<file path="config.mk">
export PLATFORM = sky130hd
export DESIGN_NAME = bir_blend
export DESIGN_NICKNAME = d
export VERILOG_FILES = /design/src/bir_pkg.sv /design/src/bir_blend.sv
export SDC_FILE = /design/constraint.sdc
export NUM_CORES = 2
export LEC_CHECK = 0
export BUFFER_PORTS_ARGS = -buffer_cell sky130_fd_sc_hd__buf_2
export CAP_MARGIN = 15
export CORE_UTILIZATION = 30
export DETAILED_ROUTE_END_ITERATION = 7
export HOLD_SLACK_MARGIN = 0.12
export PLACE_DENSITY = 0.58
export SYNTH_ARGS = -nofsm -noshare
export SYNTH_HDL_FRONTEND = slang
export SYNTH_SLANG_ARGS = --single-unit
</file>
<file path="constraint.sdc">
create_clock -name clk_i -period 4.2 [get_ports clk_i]
set_input_delay 0.63 -clock clk_i [delete_from_list [all_inputs] [get_ports clk_i]]
set_output_delay 0.63 -clock clk_i [all_outputs]
set_load 0.02 [all_outputs]
</file>
<file path="src/bir_pkg.sv">
// ----------------------------------------------------------------------------
// bir_pkg
// Shared types, widths and codes of the bilinear image resampler.
// ----------------------------------------------------------------------------
`default_nettype none

package bir_pkg;

  localparam int DIM_W   = 9;
  localparam int STEP_W  = 20;
  localparam int COORD_W = 12;
  localparam int ADDR_W  = 16;
  localparam int CH_W    = 8;
  localparam int FRAC_W  = 16;
  localparam int POS_W   = COORD_W + STEP_W;
  localparam int ONE_W   = FRAC_W + 1;
  localparam int WGT_W   = 2 * FRAC_W + 1;
  localparam int ACC_W   = WGT_W + CH_W;
  localparam int CFG_IDX_W = 2;
  localparam int CFG_W   = STEP_W;

  localparam logic [DIM_W-1:0] MAX_WIDTH  = DIM_W'(256);
  localparam logic [DIM_W-1:0] MAX_HEIGHT = DIM_W'(256);

  typedef enum logic [CFG_IDX_W-1:0] {
    REG_SOURCE_WIDTH  = 2'd0,
    REG_SOURCE_HEIGHT = 2'd1,
    REG_X_STEP        = 2'd2,
    REG_Y_STEP        = 2'd3
  } cfg_reg_e;

  typedef enum logic {
    OP_LOAD   = 1'b0,
    OP_SAMPLE = 1'b1
  } opcode_e;

  typedef enum logic [2:0] {
    ST_IDLE,
    ST_ADDR,
    ST_RD0,
    ST_RD1,
    ST_RD2,
    ST_RD3,
    ST_ACC
  } state_e;

  typedef struct packed {
    logic [ADDR_W-1:0] row1;
    logic [ADDR_W-1:0] row2;
    logic [DIM_W-1:0]  x1;
    logic [DIM_W-1:0]  x2;
    logic [WGT_W-1:0]  w1;
    logic [WGT_W-1:0]  w2;
    logic [WGT_W-1:0]  w3;
    logic [WGT_W-1:0]  w4;
  } coord_t;

  typedef struct packed {
    logic       acc_en;
    logic       done_en;
    logic [1:0] wsel;
  } blend_ctl_t;

  function automatic logic [DIM_W-1:0] eff_dim(logic [DIM_W-1:0] v, logic [DIM_W-1:0] m);
    logic [DIM_W-1:0] r;
    if (v == '0) begin
      r = DIM_W'(1);
    end else if (v > m) begin
      r = m;
    end else begin
      r = v;
    end
    return r;
  endfunction

endpackage

`default_nettype wire

</file>
<file path="src/bir_blend.sv">
// ----------------------------------------------------------------------------
// bir_blend
// Weighted accumulation of four neighbours and the result register.
// ----------------------------------------------------------------------------
`default_nettype none

module bir_blend
  import bir_pkg::*;
#(
  parameter int CHANNELS = 3
) (
  input  wire logic                     clk_i,
  input  wire logic                     rst_ni,
  input  wire blend_ctl_t               ctl_i,
  input  wire coord_t                   coord_i,
  input  wire logic [CH_W*CHANNELS-1:0] pix_i,
  output logic      [3*CH_W-1:0]        tdata_o,
  output logic                          tvalid_o,
  input  wire logic                     tready_i,
  output logic                          free_o
);

  logic             valid_q, valid_d;
  logic [WGT_W-1:0] wgt;

  always_comb begin
    case (ctl_i.wsel)
      2'd0:    wgt = coord_i.w1;
      2'd1:    wgt = coord_i.w2;
      2'd2:    wgt = coord_i.w3;
      default: wgt = coord_i.w4;
    endcase
  end

  for (genvar c = 0; c < 3; c++) begin : g_chan
    if (c < CHANNELS) begin : g_used
      logic [ACC_W-1:0] acc_q, acc_d, prod, fin;
      logic [CH_W-1:0]  data_q;

      always_comb begin
        prod  = ACC_W'(pix_i[CH_W*c +: CH_W]) * ACC_W'(wgt);
        acc_d = ((ctl_i.wsel == 2'd0) ? '0 : acc_q) + prod;
        fin   = acc_q + prod;
      end

      always_ff @(posedge clk_i) begin
        if (ctl_i.acc_en) begin
          acc_q <= acc_d;
        end
        if (ctl_i.done_en) begin
          data_q <= fin[2*FRAC_W +: CH_W];
        end
      end

      assign tdata_o[CH_W*c +: CH_W] = data_q;
    end else begin : g_unused
      assign tdata_o[CH_W*c +: CH_W] = '0;
    end
  end

  always_comb begin
    valid_d = valid_q;
    if (ctl_i.done_en) begin
      valid_d = 1'b1;
    end else if (tready_i) begin
      valid_d = 1'b0;
    end
  end

  always_ff @(posedge clk_i or negedge rst_ni) begin
    if (!rst_ni) begin
      valid_q <= 1'b0;
    end else begin
      valid_q <= valid_d;
    end
  end

  assign tvalid_o = valid_q;
  assign free_o   = !valid_q || tready_i;

endmodule

`default_nettype wire
</file>
==> metrics.txt <==
status=finished with violations; failing checks=negative setup slack; drt drc=0; Die Area=0.1392 mm^2; Min Hold Slack=0.3455 ns; DRT Wirelength=129.2 mm; largest net degree at the start of global routing=48; total number of vias=36.94k; # nets final=7040; Fin Clk Skew=about 0.027 ns; fmax=0.1294 GHz; routability cong.=around 0.88; Worst path most repeated cell=fa_1; IO Pins=239; Post-Syn Instances=4588; Seq/Total Area, Yosys=0.1053; Worst-Margin Slew=1.095 ns; area of the mapped netlist=0.04131 mm^2; endpoints failing setup=131; commonest non-fill, non-tap cell in the layout=buf_4; Setup crit end=g_chan[0].g_used.data_q[7]; Arr. time, crit path=8.02 ns; Reg clk slew, reported paths=0.08 ns; Worst-Skew Late Latency=around 0.57 ns; final slew viol count=0; row cnt=135; hold path cells=3; CP startpoint=ctl_i[0]; worst-path fanout max=8; vias in the first global route=38.80k; clock net sink count=145; routed len/inst=16.92 um; DRT Pass-1 Iters=6; min cycle time layout=approximately 7.7 ns; IO Port Bufs=188; count of max-cap constraint violations=0; layout cells sized above 1=0.3429; htree depth=4; final cycle utilization of the critical path=1.841; Worst R2R End=g_chan[0].g_used.acc_q[36]; CP Class=input port to flip-flop; worst r2r src=g_chan[0].g_used.acc_q[0]; Max-slew headroom=0.2698; RSZ-0062 raised after global routing=yes; Synth warnings=0; FFs w/ async S/R, synth=0.006897; die height=373.1 um; CTS tree=done; synthesis-stage register bit count=145; syn nets=5791; most frequent cells in the layout=1135 x buf_4, 716 x and2_1, 537 x fa_1, 536 x inv_1, 370 x ha_1; clk root buf=clkbuf_16; Worst R2R Setup Slack=-0.15 ns; Worst Hold Class=input port to flip-flop; slowest stage delay, CP=0.68 ns; final hold viol count=0; worst setup margin=-3.530 ns; 1st-iter DRT viols=1626; CP max stage cell=mux4_2; Num CTS Buffers=17; initial antenna violation count=16; Vias/cell=4.839; EDFF count, synth=around 140; top cell type's share of synthesized area=0.2704; Synth Flop Type=edfxtp_1; Worst setup SP type=input port; DPL Wire Length=103.9 mm; Cell variety after synth=97; Worst EP required=approximately 4.5 ns; Post-DRT Antenna Nets=0; Synth area leader=fa_1; GRT Total Usage=0.1850; CP Capture Type=flip-flop; Layout area overhead=39.74%; syn avg cell area=9.005 um^2; die width=roughly 370 um; ranking of synthesized cells by area=fa_1 27%, ha_1 13%, and2_1 11%, edfxtp_1 10%, inv_1 5.0%; Reg2Reg Depth=16; CORE AREA=0.1360 mm^2; grt total ovfl=0; first-pass GRT wire length=206.3 mm; Starting Density=0.3038; maximum root-to-sink buffer count=2
==> critical path, delay by kind of cell <==
family | cells | cell delay [ns]
compound gates | 9 | 1.63
xor+xnor | 3 | 0.53
fa+ha+maj | 6 | 2.60
buf+inv | 8 | 1.02
mux | 1 | 0.68
simple gates | 9 | 0.87
==> worst min-delay path by stage <==
stage	from	end	slack, ns
2_1_floorplan	rst_ni	tvalid_o	0.33
3_3_place_gp	rst_ni	tvalid_o	0.40
3_5_place_dp	rst_ni	tvalid_o	0.41
4_1_cts	tready_i	tvalid_o	0.29
5_1_grt	rst_ni	tvalid_o	0.36
6_report	tready_i	tvalid_o	0.35
==> stage by stage <==
step | instance area [um^2] | worst slack [ns] | std cells | setup TNS [ns] | util
floorplan | 42200 | -3.760 | 4588 | -348.83 | -
global placement | 52770 | -4.787 | 7442 | -447.29 | 0.3881
detailed placement | 52770 | -4.857 | 7442 | -456.45 | 0.3881
CTS | 55320 | -3.469 | 7551 | -316.11 | 0.4068
global route | 57720 | -3.818 | 7631 | -355.28 | 0.4245
finish | 57730 | -3.530 | 7634 | -328.04 | 0.4246
==> state kept, by name (all words and copies together) (netlist names) <==
signal	flops
tvalid_o	1
g_chan.g_used.data_q	24
g_chan.g_used.acc_q	120
==> cell usage after synthesis (8+ instances only) <==
library cell,n
a31oi_1,23
and2_1,739
o21ai_1,24
o211ai_1,17
nand3_1,47
fa_1,558
clkbuf_1,192
a41oi_1,9
mux4_2,33
nand2_1,337
o21ai_0,108
ha_1,432
a21o_1,153
a211o_1,11
and3_1,21
edfxtp_1,144
o31ai_1,8
buf_2,11
nor2b_1,30
nor3_1,49
nand2b_1,37
a211oi_1,43
xor2_1,121
and4_1,12
o21a_1,27
nor2_1,133
or3_1,13
nand4_1,39
o21bai_1,25
xnor2_1,198
a21oi_1,275
inv_1,548
==> layout make-up <==
class / count / area (um^2)
inverters: 548 / 2059
flip-flops and latches: 145 / 4349
repair buffers: 1436 / 11150
multi-input cells: 3689 / 37350
clock inverters: 15 / 167.7
well taps: 1781 / 2228
diodes: 3 / 7.507
fillers: 13050 / 78240
clock buffers: 17 / 425.4
==> metal layers <==
metal	share of wire	up-vias	global-route usage
met2	0.49	687	0.3185
met1	0.43	18380	0.2359
li1	-	17690	-
met4	0.038	6	0.06768
met5	0.00026	-	0
met3	0.041	175	0.02300
==> repair_timing <==
action,4_1_cts,5_1_grt
buffers inserted,73,82
hold buffers,1,0
pin swaps,133,232
setup endpoints to repair,132,132
hold endpoints to repair,1,0
gates cloned,3,2
resized for setup,249,324
==> kinds of logic after synthesis <==
kind of cell	synth area share
AO/OA/AOI/OAI	0.1321
XOR/XNOR	0.07453
adder cells (fa/ha/maj)	0.4012
buffers and inverters	0.06902
flip-flops	0.1053
multiplexers	0.01947
AND/OR/NAND/NOR	0.1983
Power is not shown: default switching activity piles up to over one toggle a cycle in this logic, so the estimate is an artifact.
